==> src/rtl/core/cst_pkg.sv <==
// ----------------------------------------------------------------
// cst_pkg
// Types, character codes, token classes and byte classification
// shared by the source tokenizer modules.
// ----------------------------------------------------------------
package cst_pkg;

    localparam int OUT_W = 24;

    typedef logic [5:0] tclass_t;

    localparam tclass_t CL_IDENT      = 6'd0;
    localparam tclass_t CL_INT        = 6'd1;
    localparam tclass_t CL_FLOAT      = 6'd2;
    localparam tclass_t CL_STRING     = 6'd3;
    localparam tclass_t CL_CHAR       = 6'd4;
    localparam tclass_t OP_LBRACE     = 6'd5;
    localparam tclass_t OP_RBRACE     = 6'd6;
    localparam tclass_t OP_LPAREN     = 6'd7;
    localparam tclass_t OP_RPAREN     = 6'd8;
    localparam tclass_t OP_LBRACK     = 6'd9;
    localparam tclass_t OP_RBRACK     = 6'd10;
    localparam tclass_t OP_COMMA      = 6'd11;
    localparam tclass_t OP_SEMI       = 6'd12;
    localparam tclass_t OP_DOT        = 6'd13;
    localparam tclass_t OP_QUEST      = 6'd14;
    localparam tclass_t OP_COLON      = 6'd15;
    localparam tclass_t OP_DEFINE     = 6'd16;
    localparam tclass_t OP_ASSIGN     = 6'd17;
    localparam tclass_t OP_EQ         = 6'd18;
    localparam tclass_t OP_ADD        = 6'd19;
    localparam tclass_t OP_ADD_ASSIGN = 6'd20;
    localparam tclass_t OP_SUB        = 6'd21;
    localparam tclass_t OP_SUB_ASSIGN = 6'd22;
    localparam tclass_t OP_ARROW      = 6'd23;
    localparam tclass_t OP_MUL        = 6'd24;
    localparam tclass_t OP_MUL_ASSIGN = 6'd25;
    localparam tclass_t OP_DIV        = 6'd26;
    localparam tclass_t OP_DIV_ASSIGN = 6'd27;
    localparam tclass_t OP_MOD        = 6'd28;
    localparam tclass_t OP_MOD_ASSIGN = 6'd29;
    localparam tclass_t OP_AND        = 6'd30;
    localparam tclass_t OP_LAND       = 6'd31;
    localparam tclass_t OP_OR         = 6'd32;
    localparam tclass_t OP_LOR        = 6'd33;
    localparam tclass_t OP_BITNOT     = 6'd34;
    localparam tclass_t OP_NOT        = 6'd35;
    localparam tclass_t OP_NE         = 6'd36;
    localparam tclass_t OP_LT         = 6'd37;
    localparam tclass_t OP_LE         = 6'd38;
    localparam tclass_t OP_GT         = 6'd39;
    localparam tclass_t OP_GE         = 6'd40;
    localparam tclass_t CL_UNKNOWN    = 6'd41;
    localparam tclass_t CL_END        = 6'd42;

    localparam logic [7:0] CH_NUL   = 8'h00;
    localparam logic [7:0] CH_TAB   = 8'h09;
    localparam logic [7:0] CH_LF    = 8'h0A;
    localparam logic [7:0] CH_CR    = 8'h0D;
    localparam logic [7:0] CH_SP    = 8'h20;
    localparam logic [7:0] CH_SLASH = "/";
    localparam logic [7:0] CH_STAR  = "*";
    localparam logic [7:0] CH_ZERO  = "0";
    localparam logic [7:0] CH_X     = "x";
    localparam logic [7:0] CH_XU    = "X";
    localparam logic [7:0] CH_DOT   = ".";
    localparam logic [7:0] CH_E     = "e";
    localparam logic [7:0] CH_EU    = "E";
    localparam logic [7:0] CH_PLUS  = "+";
    localparam logic [7:0] CH_MINUS = "-";
    localparam logic [7:0] CH_DQ    = 8'h22;
    localparam logic [7:0] CH_SQ    = 8'h27;
    localparam logic [7:0] CH_BSL   = 8'h5C;
    localparam logic [7:0] CH_EQ    = "=";
    localparam logic [7:0] CH_AMP   = "&";
    localparam logic [7:0] CH_BAR   = "|";
    localparam logic [7:0] CH_GT    = ">";
    localparam logic [7:0] CH_UND   = "_";

    typedef struct packed {
        logic alpha;
        logic digit;
        logic hexd;
        logic eol;
        logic blank;
    } ccls_t;

    typedef struct packed {
        logic [7:0] ch;
        ccls_t      cc;
    } qent_t;

    typedef struct packed {
        tclass_t          cls;
        logic [OUT_W-1:0] off;
        logic [OUT_W-1:0] len;
        logic [OUT_W-1:0] line;
        logic [OUT_W-1:0] col;
        logic             last;
    } token_t;

    typedef enum logic [3:0] {
        M_IDLE, M_IDENT, M_HEX, M_DEC, M_FRAC, M_EXPCHK, M_EXPD,
        M_STR, M_STR_ESC, M_CHR, M_CHR_ESC, M_CHR_END, M_LINE, M_BLOCK
    } mode_t;

    typedef enum logic [1:0] {
        ST_NEED, ST_GO, ST_END
    } step_t;

    typedef struct packed {
        tclass_t cls;
        logic    two;
    } punct_t;

    function automatic ccls_t classify(input logic [7:0] c);
        ccls_t r;
        r.alpha = (c >= "a" && c <= "z") || (c >= "A" && c <= "Z") || c == CH_UND;
        r.digit = (c >= "0" && c <= "9");
        r.hexd  = r.digit || (c >= "a" && c <= "f") || (c >= "A" && c <= "F");
        r.eol   = (c == CH_NUL) || (c == CH_LF) || (c == CH_CR);
        r.blank = (c == CH_SP) || (c == CH_TAB) || (c == CH_LF) || (c == CH_CR);
        return r;
    endfunction

    function automatic logic wants_pair(input logic [7:0] c);
        logic r;
        case (c)
            ":", "=", "+", "-", "*", "/", "%", "&", "|", "!", "<", ">": r = 1'b1;
            default: r = 1'b0;
        endcase
        return r;
    endfunction

    function automatic punct_t punct(input logic [7:0] c0, input logic [7:0] c1);
        punct_t p;
        p.two = 1'b0;
        p.cls = CL_UNKNOWN;
        case (c0)
            "{": p.cls = OP_LBRACE;
            "}": p.cls = OP_RBRACE;
            "(": p.cls = OP_LPAREN;
            ")": p.cls = OP_RPAREN;
            "[": p.cls = OP_LBRACK;
            "]": p.cls = OP_RBRACK;
            ",": p.cls = OP_COMMA;
            ";": p.cls = OP_SEMI;
            ".": p.cls = OP_DOT;
            "?": p.cls = OP_QUEST;
            "~": p.cls = OP_BITNOT;
            ":":
            begin
                p.two = (c1 == CH_EQ);
                p.cls = p.two ? OP_DEFINE : OP_COLON;
            end
            "=":
            begin
                p.two = (c1 == CH_EQ);
                p.cls = p.two ? OP_EQ : OP_ASSIGN;
            end
            "+":
            begin
                p.two = (c1 == CH_EQ);
                p.cls = p.two ? OP_ADD_ASSIGN : OP_ADD;
            end
            "-":
            begin
                p.two = (c1 == CH_EQ) || (c1 == CH_GT);
                p.cls = (c1 == CH_EQ) ? OP_SUB_ASSIGN : ((c1 == CH_GT) ? OP_ARROW : OP_SUB);
            end
            "*":
            begin
                p.two = (c1 == CH_EQ);
                p.cls = p.two ? OP_MUL_ASSIGN : OP_MUL;
            end
            "/":
            begin
                p.two = (c1 == CH_EQ);
                p.cls = p.two ? OP_DIV_ASSIGN : OP_DIV;
            end
            "%":
            begin
                p.two = (c1 == CH_EQ);
                p.cls = p.two ? OP_MOD_ASSIGN : OP_MOD;
            end
            "&":
            begin
                p.two = (c1 == CH_AMP);
                p.cls = p.two ? OP_LAND : OP_AND;
            end
            "|":
            begin
                p.two = (c1 == CH_BAR);
                p.cls = p.two ? OP_LOR : OP_OR;
            end
            "!":
            begin
                p.two = (c1 == CH_EQ);
                p.cls = p.two ? OP_NE : OP_NOT;
            end
            "<":
            begin
                p.two = (c1 == CH_EQ);
                p.cls = p.two ? OP_LE : OP_LT;
            end
            ">":
            begin
                p.two = (c1 == CH_EQ);
                p.cls = p.two ? OP_GE : OP_GT;
            end
            default: p.cls = CL_UNKNOWN;
        endcase
        return p;
    endfunction

endpackage

==> src/rtl/core/cst_front.sv <==
// ----------------------------------------------------------------
// cst_front
// Accepts source bytes, tags each with its character class and
// queues it for the scanner.
// ----------------------------------------------------------------
module cst_front (
    input  logic           clk,
    input  logic           rst_n,
    input  logic           in_valid,
    output logic           in_stall,
    input  logic [7:0]     text_byte,
    input  logic           deq,
    output logic           q_valid,
    output cst_pkg::qent_t q_data
);

    cst_pkg::qent_t mem [4];
    logic [1:0] wr_ptr_reg, wr_ptr_next;
    logic [1:0] rd_ptr_reg, rd_ptr_next;
    logic [2:0] cnt_reg, cnt_next;
    logic       push;
    logic       pop;

    assign in_stall = (cnt_reg == 3'd4);
    assign q_valid  = (cnt_reg != 3'd0);
    assign q_data   = mem[rd_ptr_reg];
    assign push     = in_valid && !in_stall;
    assign pop      = deq && q_valid;

    always_comb
    begin
        wr_ptr_next = push ? wr_ptr_reg + 2'd1 : wr_ptr_reg;
        rd_ptr_next = pop ? rd_ptr_reg + 2'd1 : rd_ptr_reg;
        cnt_next    = cnt_reg + {2'b00, push} - {2'b00, pop};
    end

    always_ff @(posedge clk)
    begin
        if (push)
        begin
            mem[wr_ptr_reg] <= '{ch: text_byte, cc: cst_pkg::classify(text_byte)};
        end
    end

    always_ff @(posedge clk or negedge rst_n)
    begin
        if (!rst_n)
        begin
            wr_ptr_reg <= '0;
            rd_ptr_reg <= '0;
            cnt_reg    <= '0;
        end
        else
        begin
            wr_ptr_reg <= wr_ptr_next;
            rd_ptr_reg <= rd_ptr_next;
            cnt_reg    <= cnt_next;
        end
    end

endmodule

==> src/rtl/core/cst_outq.sv <==
// ----------------------------------------------------------------
// cst_outq
// Four-entry token queue in front of the output port; absorbs the
// short bursts of tokens that one byte can release.
// ----------------------------------------------------------------
module cst_outq (
    input  logic            clk,
    input  logic            rst_n,
    input  logic            push,
    input  cst_pkg::token_t push_data,
    output logic            full,
    output logic            out_valid,
    input  logic            out_stall,
    output cst_pkg::token_t head
);

    cst_pkg::token_t mem [4];
    logic [1:0] wr_ptr_reg, wr_ptr_next;
    logic [1:0] rd_ptr_reg, rd_ptr_next;
    logic [2:0] cnt_reg, cnt_next;
    logic       wr;
    logic       pop;

    assign full      = (cnt_reg == 3'd4);
    assign out_valid = (cnt_reg != 3'd0);
    assign head      = mem[rd_ptr_reg];
    assign wr        = push && !full;
    assign pop       = out_valid && !out_stall;

    always_comb
    begin
        wr_ptr_next = wr ? wr_ptr_reg + 2'd1 : wr_ptr_reg;
        rd_ptr_next = pop ? rd_ptr_reg + 2'd1 : rd_ptr_reg;
        cnt_next    = cnt_reg + {2'b00, wr} - {2'b00, pop};
    end

    always_ff @(posedge clk)
    begin
        if (wr)
        begin
            mem[wr_ptr_reg] <= push_data;
        end
    end

    always_ff @(posedge clk or negedge rst_n)
    begin
        if (!rst_n)
        begin
            wr_ptr_reg <= '0;
            rd_ptr_reg <= '0;
            cnt_reg    <= '0;
        end
        else
        begin
            wr_ptr_reg <= wr_ptr_next;
            rd_ptr_reg <= rd_ptr_next;
            cnt_reg    <= cnt_next;
        end
    end

endmodule

==> src/rtl/core/cst_scan.sv <==
// ----------------------------------------------------------------
// cst_scan
// Scanner back end: a three-byte lookahead window and one scan step
// per cycle while the output queue is not full. Tokens pass through a
// one-deep hold so the final token of each byte can be marked.
// ----------------------------------------------------------------
module cst_scan #(
    parameter int POSITION_BITS = 24
) (
    input  logic            clk,
    input  logic            rst_n,
    input  logic            q_valid,
    input  cst_pkg::qent_t  q_data,
    output logic            deq,
    input  logic            oq_full,
    output logic            push,
    output cst_pkg::token_t push_data
);

    localparam int PB = POSITION_BITS;
    localparam logic [PB-1:0] MAXV = {PB{1'b1}};
    localparam logic [PB-1:0] ONE  = {{(PB-1){1'b0}}, 1'b1};

    typedef struct packed {
        cst_pkg::step_t   st;
        logic [1:0]       adv;
        logic             skip_lf;
        logic             mark;
        logic             emit;
        cst_pkg::tclass_t cls;
        cst_pkg::mode_t   mode;
        logic             sfp_set;
    } dec_t;

    function automatic logic [PB-1:0] sat1(input logic [PB-1:0] v);
        return (v == MAXV) ? MAXV : v + ONE;
    endfunction

    function automatic logic [PB-1:0] sat2(input logic [PB-1:0] v);
        return (v >= MAXV - ONE) ? MAXV : v + {ONE[PB-2:0], 1'b0};
    endfunction

    cst_pkg::mode_t  mode_reg, mode_next;
    cst_pkg::qent_t  win_reg [3];
    cst_pkg::qent_t  win_next [3];
    logic [1:0]      cnt_reg, cnt_next;
    logic [PB-1:0]   off_reg, off_next;
    logic [PB-1:0]   line_reg, line_next;
    logic [PB-1:0]   col_reg, col_next;
    logic            acr_reg, acr_next;
    logic [PB-1:0]   ts_off_reg, ts_off_next;
    logic [PB-1:0]   ts_line_reg, ts_line_next;
    logic [PB-1:0]   ts_col_reg, ts_col_next;
    logic            sfp_reg, sfp_next;
    cst_pkg::token_t pend_reg, pend_next;
    logic            pend_vld_reg, pend_vld_next;

    cst_pkg::qent_t  c0, c1, c2, nul_ent;
    logic            zero_last, av1, av2, en;
    dec_t            d;
    cst_pkg::punct_t p;
    logic [PB-1:0]   off_a, st_off, st_line, st_col;
    logic [1:0]      take;

    assign en      = !oq_full;
    assign nul_ent = '{ch: cst_pkg::CH_NUL, cc: cst_pkg::classify(cst_pkg::CH_NUL)};

    // an end byte can only sit at the tail of the window
    always_comb
    begin
        case (cnt_reg)
            2'd1:    zero_last = (win_reg[0].ch == cst_pkg::CH_NUL);
            2'd2:    zero_last = (win_reg[1].ch == cst_pkg::CH_NUL);
            2'd3:    zero_last = (win_reg[2].ch == cst_pkg::CH_NUL);
            default: zero_last = 1'b0;
        endcase
        av1 = (cnt_reg > 2'd1) || zero_last;
        av2 = (cnt_reg > 2'd2) || zero_last;
        c0  = win_reg[0];
        c1  = (cnt_reg > 2'd1) ? win_reg[1] : nul_ent;
        c2  = (cnt_reg > 2'd2) ? win_reg[2] : nul_ent;
        p   = cst_pkg::punct(c0.ch, c1.ch);
    end

    // one scan step
    always_comb
    begin
        d      = '0;
        d.st   = cst_pkg::ST_GO;
        d.mode = mode_reg;
        d.cls  = cst_pkg::CL_UNKNOWN;
        if (cnt_reg == 2'd0)
        begin
            d.st = cst_pkg::ST_NEED;
        end
        else if (acr_reg && c0.ch == cst_pkg::CH_LF)
        begin
            d.skip_lf = 1'b1;
        end
        else
        begin
            case (mode_reg)
                cst_pkg::M_IDLE:
                begin
                    if (c0.ch == cst_pkg::CH_NUL)
                    begin
                        d.st = cst_pkg::ST_END;
                    end
                    else if (c0.cc.blank)
                    begin
                        d.adv = 2'd1;
                    end
                    else
                    begin
                        d.mark = 1'b1;
                        if (c0.ch == cst_pkg::CH_SLASH && !av1)
                        begin
                            d.st = cst_pkg::ST_NEED;
                        end
                        else if (c0.ch == cst_pkg::CH_SLASH && c1.ch == cst_pkg::CH_SLASH)
                        begin
                            d.mode = cst_pkg::M_LINE;
                        end
                        else if (c0.ch == cst_pkg::CH_SLASH && c1.ch == cst_pkg::CH_STAR)
                        begin
                            d.adv  = 2'd2;
                            d.mode = cst_pkg::M_BLOCK;
                        end
                        else if (c0.cc.alpha)
                        begin
                            d.adv  = 2'd1;
                            d.mode = cst_pkg::M_IDENT;
                        end
                        else if (c0.cc.digit)
                        begin
                            if (c0.ch == cst_pkg::CH_ZERO && !av1)
                            begin
                                d.st = cst_pkg::ST_NEED;
                            end
                            else if (c0.ch == cst_pkg::CH_ZERO
                                     && (c1.ch == cst_pkg::CH_X || c1.ch == cst_pkg::CH_XU))
                            begin
                                d.adv  = 2'd2;
                                d.mode = cst_pkg::M_HEX;
                            end
                            else
                            begin
                                d.adv  = 2'd1;
                                d.mode = cst_pkg::M_DEC;
                            end
                        end
                        else if (c0.ch == cst_pkg::CH_DQ)
                        begin
                            d.adv  = 2'd1;
                            d.mode = cst_pkg::M_STR;
                        end
                        else if (c0.ch == cst_pkg::CH_SQ)
                        begin
                            d.adv  = 2'd1;
                            d.mode = cst_pkg::M_CHR;
                        end
                        else if (cst_pkg::wants_pair(c0.ch) && !av1)
                        begin
                            d.st = cst_pkg::ST_NEED;
                        end
                        else
                        begin
                            d.adv  = p.two ? 2'd2 : 2'd1;
                            d.emit = 1'b1;
                            d.cls  = p.cls;
                        end
                    end
                end
                cst_pkg::M_IDENT:
                begin
                    if (c0.cc.alpha || c0.cc.digit)
                    begin
                        d.adv = 2'd1;
                    end
                    else
                    begin
                        d.emit = 1'b1;
                        d.cls  = cst_pkg::CL_IDENT;
                    end
                end
                cst_pkg::M_HEX:
                begin
                    if (c0.cc.hexd)
                    begin
                        d.adv = 2'd1;
                    end
                    else
                    begin
                        d.emit = 1'b1;
                        d.cls  = cst_pkg::CL_INT;
                    end
                end
                cst_pkg::M_DEC, cst_pkg::M_FRAC:
                begin
                    if (c0.cc.digit)
                    begin
                        d.adv = 2'd1;
                    end
                    else if (mode_reg == cst_pkg::M_DEC && c0.ch == cst_pkg::CH_DOT && !av1)
                    begin
                        d.st = cst_pkg::ST_NEED;
                    end
                    else if (mode_reg == cst_pkg::M_DEC && c0.ch == cst_pkg::CH_DOT
                             && c1.cc.digit)
                    begin
                        d.sfp_set = 1'b1;
                        d.adv     = 2'd1;
                        d.mode    = cst_pkg::M_FRAC;
                    end
                    else
                    begin
                        d.mode = cst_pkg::M_EXPCHK;
                    end
                end
                cst_pkg::M_EXPCHK:
                begin
                    if ((c0.ch == cst_pkg::CH_E || c0.ch == cst_pkg::CH_EU) && !av1)
                    begin
                        d.st = cst_pkg::ST_NEED;
                    end
                    else if ((c0.ch == cst_pkg::CH_E || c0.ch == cst_pkg::CH_EU)
                             && c1.cc.digit)
                    begin
                        d.sfp_set = 1'b1;
                        d.adv     = 2'd1;
                        d.mode    = cst_pkg::M_EXPD;
                    end
                    else if ((c0.ch == cst_pkg::CH_E || c0.ch == cst_pkg::CH_EU)
                             && (c1.ch == cst_pkg::CH_PLUS || c1.ch == cst_pkg::CH_MINUS)
                             && !av2)
                    begin
                        d.st = cst_pkg::ST_NEED;
                    end
                    else if ((c0.ch == cst_pkg::CH_E || c0.ch == cst_pkg::CH_EU)
                             && (c1.ch == cst_pkg::CH_PLUS || c1.ch == cst_pkg::CH_MINUS)
                             && c2.cc.digit)
                    begin
                        d.sfp_set = 1'b1;
                        d.adv     = 2'd2;
                        d.mode    = cst_pkg::M_EXPD;
                    end
                    else
                    begin
                        d.emit = 1'b1;
                        d.cls  = sfp_reg ? cst_pkg::CL_FLOAT : cst_pkg::CL_INT;
                    end
                end
                cst_pkg::M_EXPD:
                begin
                    if (c0.cc.digit)
                    begin
                        d.adv = 2'd1;
                    end
                    else
                    begin
                        d.emit = 1'b1;
                        d.cls  = cst_pkg::CL_FLOAT;
                    end
                end
                cst_pkg::M_STR:
                begin
                    if (c0.ch == cst_pkg::CH_DQ)
                    begin
                        d.adv  = 2'd1;
                        d.emit = 1'b1;
                        d.cls  = cst_pkg::CL_STRING;
                    end
                    else if (c0.cc.eol)
                    begin
                        d.emit = 1'b1;
                        d.cls  = cst_pkg::CL_STRING;
                    end
                    else if (c0.ch == cst_pkg::CH_BSL)
                    begin
                        d.adv  = 2'd1;
                        d.mode = cst_pkg::M_STR_ESC;
                    end
                    else
                    begin
                        d.adv = 2'd1;
                    end
                end
                cst_pkg::M_STR_ESC:
                begin
                    d.adv  = (c0.ch != cst_pkg::CH_NUL) ? 2'd1 : 2'd0;
                    d.mode = cst_pkg::M_STR;
                end
                cst_pkg::M_CHR:
                begin
                    if (c0.ch == cst_pkg::CH_BSL)
                    begin
                        d.adv  = 2'd1;
                        d.mode = cst_pkg::M_CHR_ESC;
                    end
                    else
                    begin
                        d.adv  = c0.cc.eol ? 2'd0 : 2'd1;
                        d.mode = cst_pkg::M_CHR_END;
                    end
                end
                cst_pkg::M_CHR_ESC:
                begin
                    d.adv  = (c0.ch != cst_pkg::CH_NUL) ? 2'd1 : 2'd0;
                    d.mode = cst_pkg::M_CHR_END;
                end
                cst_pkg::M_CHR_END:
                begin
                    d.adv  = (c0.ch == cst_pkg::CH_SQ) ? 2'd1 : 2'd0;
                    d.emit = 1'b1;
                    d.cls  = cst_pkg::CL_CHAR;
                end
                cst_pkg::M_LINE:
                begin
                    if (c0.cc.eol)
                    begin
                        d.mode = cst_pkg::M_IDLE;
                    end
                    else
                    begin
                        d.adv = 2'd1;
                    end
                end
                cst_pkg::M_BLOCK:
                begin
                    if (c0.ch == cst_pkg::CH_NUL)
                    begin
                        d.mode = cst_pkg::M_IDLE;
                    end
                    else if (c0.ch == cst_pkg::CH_STAR && !av1)
                    begin
                        d.st = cst_pkg::ST_NEED;
                    end
                    else if (c0.ch == cst_pkg::CH_STAR && c1.ch == cst_pkg::CH_SLASH)
                    begin
                        d.adv  = 2'd2;
                        d.mode = cst_pkg::M_IDLE;
                    end
                    else
                    begin
                        d.adv = 2'd1;
                    end
                end
                default:
                begin
                    d.mode = cst_pkg::M_IDLE;
                end
            endcase
            if (d.emit)
            begin
                d.mode = cst_pkg::M_IDLE;
            end
        end
    end

    // datapath
    always_comb
    begin
        mode_next     = mode_reg;
        win_next      = win_reg;
        cnt_next      = cnt_reg;
        off_next      = off_reg;
        line_next     = line_reg;
        col_next      = col_reg;
        acr_next      = acr_reg;
        ts_off_next   = ts_off_reg;
        ts_line_next  = ts_line_reg;
        ts_col_next   = ts_col_reg;
        sfp_next      = sfp_reg;
        pend_next     = pend_reg;
        pend_vld_next = pend_vld_reg;
        push          = 1'b0;
        push_data     = pend_reg;
        deq           = 1'b0;
        take          = d.skip_lf ? 2'd1 : d.adv;

        case (d.adv)
            2'd1:    off_a = sat1(off_reg);
            2'd2:    off_a = sat2(off_reg);
            default: off_a = off_reg;
        endcase
        st_off  = d.mark ? off_reg : ts_off_reg;
        st_line = d.mark ? line_reg : ts_line_reg;
        st_col  = d.mark ? col_reg : ts_col_reg;

        if (en)
        begin
            case (d.st)
                cst_pkg::ST_NEED:
                begin
                    // the byte's run is over: release the held token as its last
                    if (pend_vld_reg)
                    begin
                        push           = 1'b1;
                        push_data.last = 1'b1;
                    end
                    pend_vld_next = 1'b0;
                    if (cnt_reg != 2'd0)
                    begin
                        acr_next = 1'b0;
                    end
                    if (q_valid && cnt_reg != 2'd3)
                    begin
                        deq = 1'b1;
                        case (cnt_reg)
                            2'd0:    win_next[0] = q_data;
                            2'd1:    win_next[1] = q_data;
                            default: win_next[2] = q_data;
                        endcase
                        cnt_next = cnt_reg + 2'd1;
                    end
                end
                cst_pkg::ST_GO:
                begin
                    acr_next = 1'b0;
                    if (d.skip_lf)
                    begin
                        off_next = sat1(off_reg);
                    end
                    else
                    begin
                        off_next  = off_a;
                        mode_next = d.mode;
                        if (d.adv == 2'd1)
                        begin
                            if (c0.ch == cst_pkg::CH_LF || c0.ch == cst_pkg::CH_CR)
                            begin
                                line_next = sat1(line_reg);
                                col_next  = ONE;
                                acr_next  = (c0.ch == cst_pkg::CH_CR);
                            end
                            else
                            begin
                                col_next = sat1(col_reg);
                            end
                        end
                        else if (d.adv == 2'd2)
                        begin
                            col_next = sat2(col_reg);
                        end
                        if (d.mark)
                        begin
                            ts_off_next  = off_reg;
                            ts_line_next = line_reg;
                            ts_col_next  = col_reg;
                        end
                        if (d.sfp_set)
                        begin
                            sfp_next = 1'b1;
                        end
                        if (d.emit)
                        begin
                            sfp_next = 1'b0;
                            if (pend_vld_reg)
                            begin
                                push           = 1'b1;
                                push_data.last = 1'b0;
                            end
                            pend_next.cls  = d.cls;
                            pend_next.off  = cst_pkg::OUT_W'(st_off);
                            pend_next.len  = cst_pkg::OUT_W'(off_a - st_off);
                            pend_next.line = cst_pkg::OUT_W'(st_line);
                            pend_next.col  = cst_pkg::OUT_W'(st_col);
                            pend_next.last = 1'b0;
                            pend_vld_next  = 1'b1;
                        end
                    end
                    case (take)
                        2'd1:
                        begin
                            win_next[0] = win_reg[1];
                            win_next[1] = win_reg[2];
                        end
                        2'd2:
                        begin
                            win_next[0] = win_reg[2];
                        end
                        default:
                        begin
                            win_next[0] = win_reg[0];
                        end
                    endcase
                    cnt_next = cnt_reg - take;
                end
                cst_pkg::ST_END:
                begin
                    if (pend_vld_reg)
                    begin
                        push           = 1'b1;
                        push_data.last = 1'b0;
                    end
                    pend_next.cls  = cst_pkg::CL_END;
                    pend_next.off  = cst_pkg::OUT_W'(off_reg);
                    pend_next.len  = '0;
                    pend_next.line = cst_pkg::OUT_W'(line_reg);
                    pend_next.col  = cst_pkg::OUT_W'(col_reg);
                    pend_next.last = 1'b0;
                    pend_vld_next  = 1'b1;
                    mode_next      = cst_pkg::M_IDLE;
                    cnt_next       = 2'd0;
                    off_next       = '0;
                    line_next      = ONE;
                    col_next       = ONE;
                    acr_next       = 1'b0;
                    ts_off_next    = '0;
                    ts_line_next   = ONE;
                    ts_col_next    = ONE;
                    sfp_next       = 1'b0;
                end
                default:
                begin
                    mode_next = mode_reg;
                end
            endcase
        end
    end

    always_ff @(posedge clk)
    begin
        win_reg   <= win_next;
        pend_reg  <= pend_next;
    end

    always_ff @(posedge clk or negedge rst_n)
    begin
        if (!rst_n)
        begin
            mode_reg     <= cst_pkg::M_IDLE;
            cnt_reg      <= '0;
            off_reg      <= '0;
            line_reg     <= ONE;
            col_reg      <= ONE;
            acr_reg      <= 1'b0;
            ts_off_reg   <= '0;
            ts_line_reg  <= ONE;
            ts_col_reg   <= ONE;
            sfp_reg      <= 1'b0;
            pend_vld_reg <= 1'b0;
        end
        else
        begin
            mode_reg     <= mode_next;
            cnt_reg      <= cnt_next;
            off_reg      <= off_next;
            line_reg     <= line_next;
            col_reg      <= col_next;
            acr_reg      <= acr_next;
            ts_off_reg   <= ts_off_next;
            ts_line_reg  <= ts_line_next;
            ts_col_reg   <= ts_col_next;
            sfp_reg      <= sfp_next;
            pend_vld_reg <= pend_vld_next;
        end
    end

endmodule

==> src/rtl/core/c_style_source_tokenizer_top.sv <==
// ----------------------------------------------------------------
// c_style_source_tokenizer_top
// Flow: a byte costs a fetch step plus the scan steps that consume it (state changes
//   that consume nothing cost a step); scanning halts while the token queue is full.
// Path: byte to token through the input queue, a scan step, the token hold and the
//   output queue; a token that waits on lookahead leaves once the next byte is scanned.
// Reset: rst_n clears queues and scanner state; position starts at offset 0, line 1, col 1.
// ----------------------------------------------------------------
module c_style_source_tokenizer_top #(
    parameter int POSITION_BITS = 24
) (
    input  logic        clk,
    input  logic        rst_n,
    input  logic        in_valid,
    output logic        in_stall,
    input  logic [7:0]  text_byte,
    output logic        out_valid,
    input  logic        out_stall,
    output logic [5:0]  token_class,
    output logic [23:0] start_offset,
    output logic [23:0] token_length,
    output logic [23:0] start_line,
    output logic [23:0] start_column,
    output logic        last_of_run
);

    logic            q_valid;
    cst_pkg::qent_t  q_data;
    logic            deq;
    logic            oq_full;
    logic            push;
    cst_pkg::token_t push_data;
    cst_pkg::token_t head;

    cst_front u_front (
        .clk       (clk),
        .rst_n     (rst_n),
        .in_valid  (in_valid),
        .in_stall  (in_stall),
        .text_byte (text_byte),
        .deq       (deq),
        .q_valid   (q_valid),
        .q_data    (q_data)
    );

    cst_scan #(
        .POSITION_BITS (POSITION_BITS)
    ) u_scan (
        .clk       (clk),
        .rst_n     (rst_n),
        .q_valid   (q_valid),
        .q_data    (q_data),
        .deq       (deq),
        .oq_full   (oq_full),
        .push      (push),
        .push_data (push_data)
    );

    cst_outq u_outq (
        .clk       (clk),
        .rst_n     (rst_n),
        .push      (push),
        .push_data (push_data),
        .full      (oq_full),
        .out_valid (out_valid),
        .out_stall (out_stall),
        .head      (head)
    );

    assign token_class  = head.cls;
    assign start_offset = head.off;
    assign token_length = head.len;
    assign start_line   = head.line;
    assign start_column = head.col;
    assign last_of_run  = head.last;

endmodule
==> config.mk <==
export PLATFORM = sky130hd
export DESIGN_NAME = c_style_source_tokenizer_top
export DESIGN_NICKNAME = d
export VERILOG_FILES = /design/src/rtl/core/cst_pkg.sv /design/src/rtl/core/cst_front.sv /design/src/rtl/core/cst_outq.sv /design/src/rtl/core/cst_scan.sv /design/src/rtl/core/c_style_source_tokenizer_top.sv
export SDC_FILE = /design/constraint.sdc
export NUM_CORES = 1
export LEC_CHECK = 0
export ABC_CLOCK_PERIOD_IN_PS = 8850
export BUFFER_PORTS_ARGS = -buffer_cell sky130_fd_sc_hd__buf_2
export CORE_UTILIZATION = 45
export CTS_BUF_LIST = sky130_fd_sc_hd__clkbuf_16
export DETAILED_ROUTE_END_ITERATION = 16
export GPL_TIMING_DRIVEN = 0
export SLEW_MARGIN = 20
export SYNTH_ARGS = -nofsm -noshare
export SYNTH_HDL_FRONTEND = slang
export SYNTH_SLANG_ARGS = --single-unit
==> constraint.sdc <==
create_clock -name clk -period 8.85 [get_ports clk]
set_input_delay 0 -clock clk [delete_from_list [all_inputs] [get_ports clk]]
set_output_delay 0 -clock clk [all_outputs]
set_load 0.1 [all_outputs]
==> summary.md <==
| Metric | Value |
|---|---|
| Sink Count | `772` |
| P&R area growth vs syn | `14.21%` |
| Synthesized Nets | `2939` |
| Core area | `80550 um^2` |
| Warning count from the yosys run | `0` |
| Max reg flops | `412` |
| DR vias/cell | `6.012` |
| GRT Resource Usage Total | `24.30%` |
| Clk_skew | `41.43 ps` |
| Final ANT Viol Nets | `0` |
| Final hold viol count | `16` |
| H-tree depth | `3` |
| I/O pin total | `117` |
| Normalized max-slew margin | `22.65%` |
| Hold_ws | `-50.51 ps` |
| # placed instances | `4065` |
| Routed WL | `100.4 mm` |
| Unique cell type count in the Yosys netlist | `93` |
| Worst-Margin Slew | `1156 ps` |
| CTS root buf | `clkbuf_16` |
| Post-route DRC violation count | `0` |
| RD Place Congestion | `0.9638` |
| Maxcap violations | `0` |
| CTS Buffer Depth | `3` |
| Final worst path period share | `91.69%` |
| Finished Layout Cells | `4226` |
| Clk_lat worst skew | `660 ps` |
| Dpl hpwl | `69.22 mm` |
| Share of layout cells above drive strength 1 | `15.99%` |
| Failing checks | `hold timing` |
| Post-route setup slack | `735.3 ps` |
| Status | `finished with violations` |
| CP max FO | `10` |
| Vias in the first global route | `25250` |
| Syn avg cell area | `12.75 um^2` |
| Dpl ws | `266.7 ps` |
| Worst r2r path cells | `25` |
| Fin nets | `3165` |
| Crit Path Class | `flop to flop` |
| IO buf count | `116` |
| Capturing point of the worst reg2reg path | `u_scan.push_data[61]$_SDFFCE_PP0P_` |
| Min Tclk post-route | `8115 ps` |
| Setup Viol. Count Final | `0` |
| Seq/Total Area, Yosys | `61.03%` |
| RR Startpoint | `u_scan.c0[9]$_DFFE_PP_` |
| GRT overflow | `0` |
| TritonRoute pass-1 iters | `6` |
| Clk pin slew, worst setup/hold paths | `60 ps` |
| Total CTS buffers | `81` |
| Final instance area | `41830 um^2` |
| FF+latch count, synth | `772` |
| Unrepaired setup endpoints after global routing | `false` |
| Worst reg-to-reg setup slack | `740 ps` |
| Synth async-reset ratio | `21.63%` |
| Worst Path Required | `9230 ps` |
| Total number of vias | `25410` |
| Largest net degree at the start of global routing | `86` |
| 1st-iter DRT viols | `2479` |
| Startpoint Class | `flop` |
| Initial antenna violation count | `2` |
| Worst Hold Class | `primary input to async pin` |
| Dpl cell area | `39020 um^2` |
| Largest register by flop count | `u_outq.mem` |
| CP Capture Type | `flop` |
| Util after Layout | `51.93%` |
| First-pass GRT wire length | `152.8 mm` |
| Die Height | `287.3 um` |
| # rows | `104` |
| Die width | `287.3 um` |
| Synth Flop Type | `edfxtp_1` |
| Starting Density | `45.47%` |
| Post-Synthesis Cells | `2872` |
| Post-synth EDFFs | `605` |
| Post CTS Setup Buffer Count | `0` |
| Maximum clock rate | `0.1232 GHz` |
| Max Slew Vio Count | `0` |
| Worst EP arrival | `8490 ps` |
| Cell area after synthesis | `36630 um^2` |
| Average wire per standard cell | `23.76 um` |
| CTS tree | `done` |
| Die area | `82540 um^2` |
==> worst max-delay path, stage by stage, from the launching register on <==
cell and delay, ps:
edfxtp_1 380, buf_6 150, nor4_1 710, clkbuf_1 420, a31oi_1 330, o31a_1 290, o311ai_0 350, a211oi_1 170
a211oi_2 460, inv_1 90, ha_1 330, inv_1 240, clkbuf_1 560, nand3_1 160, o21ai_0 330, ha_1 310
inv_1 70, fa_1 410, a21o_1 180, a21o_1 210, a211oi_1 370, nor2_1 130, o21ai_0 300, a21oi_1 170
nor4b_1 160, or4_1 560
==> kinds of logic (layout without fill, tap and decap cells) <==
logic type,Yosys count,after routing,synth area share (%)
buf+inv,275,568,2.900
simple gates,815,815,10.89
flops,772,772,61.03
mux,205,205,9.780
compound gates,676,676,11.69
other cells,0,1,0
fa+ha+maj,55,55,1.940
xor+xnor,74,74,1.770
==> per-layer routing <==
metal	track usage (%)	vias to the layer above	wire length (um)
met4	9.295	0	3186
met5	0	-	0
met2	38.75	1002	47360
met3	3.563	194	6141
met1	33.67	12750	43740
li1	-	11460	-
==> Yosys cell counts, types with 8 or more instances <==
master / n / share of area (%)
a211oi_1: 23 / 0.47
a21o_1: 15 / 0.31
a21oi_1: 175 / 2.4
a221oi_1: 11 / 0.26
a22o_1: 9 / 0.22
a22oi_1: 48 / 0.98
a31o_2: 10 / 0.24
a31oi_1: 40 / 0.68
a41oi_1: 8 / 0.19
and2_1: 25 / 0.43
and3_1: 28 / 0.48
and4_1: 11 / 0.26
buf_1: 36 / 0.37
buf_2: 15 / 0.20
clkbuf_1: 147 / 1.5
dfrtp_1: 163 / 11
edfxtp_1: 605 / 50
ha_1: 52 / 1.8
inv_1: 71 / 0.73
mux2_2: 59 / 1.8
mux2i_1: 29 / 0.79
mux4_2: 116 / 7.1
nand2_1: 275 / 2.8
nand2b_1: 23 / 0.39
nand3_1: 64 / 0.87
nand3b_1: 9 / 0.18
nand4_1: 30 / 0.51
nor2_1: 187 / 1.9
nor2b_1: 16 / 0.27
nor3_1: 55 / 0.75
nor3b_1: 8 / 0.16
nor4_1: 25 / 0.43
o211ai_1: 15 / 0.31
o21ai_0: 193 / 2.6
o22a_1: 20 / 0.48
o22ai_1: 21 / 0.36
o31ai_1: 10 / 0.20
or3_1: 15 / 0.26
xnor2_1: 56 / 1.3
xor2_1: 18 / 0.43
==> layout by cell type (no fill, tap or decap), types with 29 or more instances in the layout <==
| cell type | n |
|---|---|
| xnor2_1 | 56 |
| clkbuf_16 | 81 |
| a22oi_1 | 48 |
| edfxtp_1 | 605 |
| nand4_1 | 30 |
| nor2_1 | 187 |
| nor3_1 | 55 |
| dfrtp_1 | 163 |
| ha_1 | 52 |
| nand2_1 | 275 |
| mux4_2 | 116 |
| inv_1 | 86 |
| buf_2 | 133 |
| a31oi_1 | 40 |
| nand3_1 | 64 |
| mux2i_1 | 29 |
| o21ai_0 | 192 |
| buf_1 | 33 |
| mux2_2 | 59 |
| a21oi_1 | 174 |
| clkbuf_1 | 144 |
==> how the worst max path moves through the flow <==
stage                                start                                  end  cells after the start
detailed placement  u_scan.c0[9]$_DFFE_PP_   u_scan.push_data[72]$_SDFFCE_PP0P_                     22
CTS                 u_scan.c0[9]$_DFFE_PP_   u_scan.push_data[72]$_SDFFCE_PP0P_                     22
finish              u_scan.c0[9]$_DFFE_PP_   u_scan.push_data[61]$_SDFFCE_PP0P_                     25
global placement    u_scan.c0[9]$_DFFE_PP_       u_scan.push_data[89]$_DFFE_PP_                     16
global route        u_scan.c0[9]$_DFFE_PP_   u_scan.push_data[61]$_SDFFCE_PP0P_                     25
floorplan           u_scan.c0[9]$_DFFE_PP_  u_scan.push_data[100]$_SDFFCE_PP1P_                     16
==> timing repair <==
| action | 4_1_cts | 5_1_grt |
|---|---|---|
| endpoints found under the setup margin | 0 | 2 |
| resized for setup | 0 | 6 |
| hold endpoints to repair | 217 | 0 |
| hold buffers | 10 | 0 |
==> through the flow <==
| step | setup TNS [ps] | hold slack (ps) |
|---|---|---|
| 3_5_place_dp | 0 | 35.02 |
| 2_1_floorplan | 0 | -295.6 |
| 5_1_grt | 0 | 7.286 |
| 4_1_cts | 0 | 1.600 |
| 6_report | 0 | -50.51 |
| 3_3_place_gp | -209490 | 239.4 |
==> final cells by class <==
cell class                      count  area (um^2)
Fill cell                        6760        38720
Sequential cell                   772        22350
Multi-Input combinational cell   1825        13280
Clock buffer                       81         2027
Tap cell                         1060         1326
Timing Repair Buffer              143         1115
Buffer                            202        795.8
Clock inverter                     69        660.6
Inverter                           73        274.0
Antenna cell                        1        2.502
Power is not shown: default switching activity piles up to over one toggle a cycle in this logic, so the estimate is an artifact.
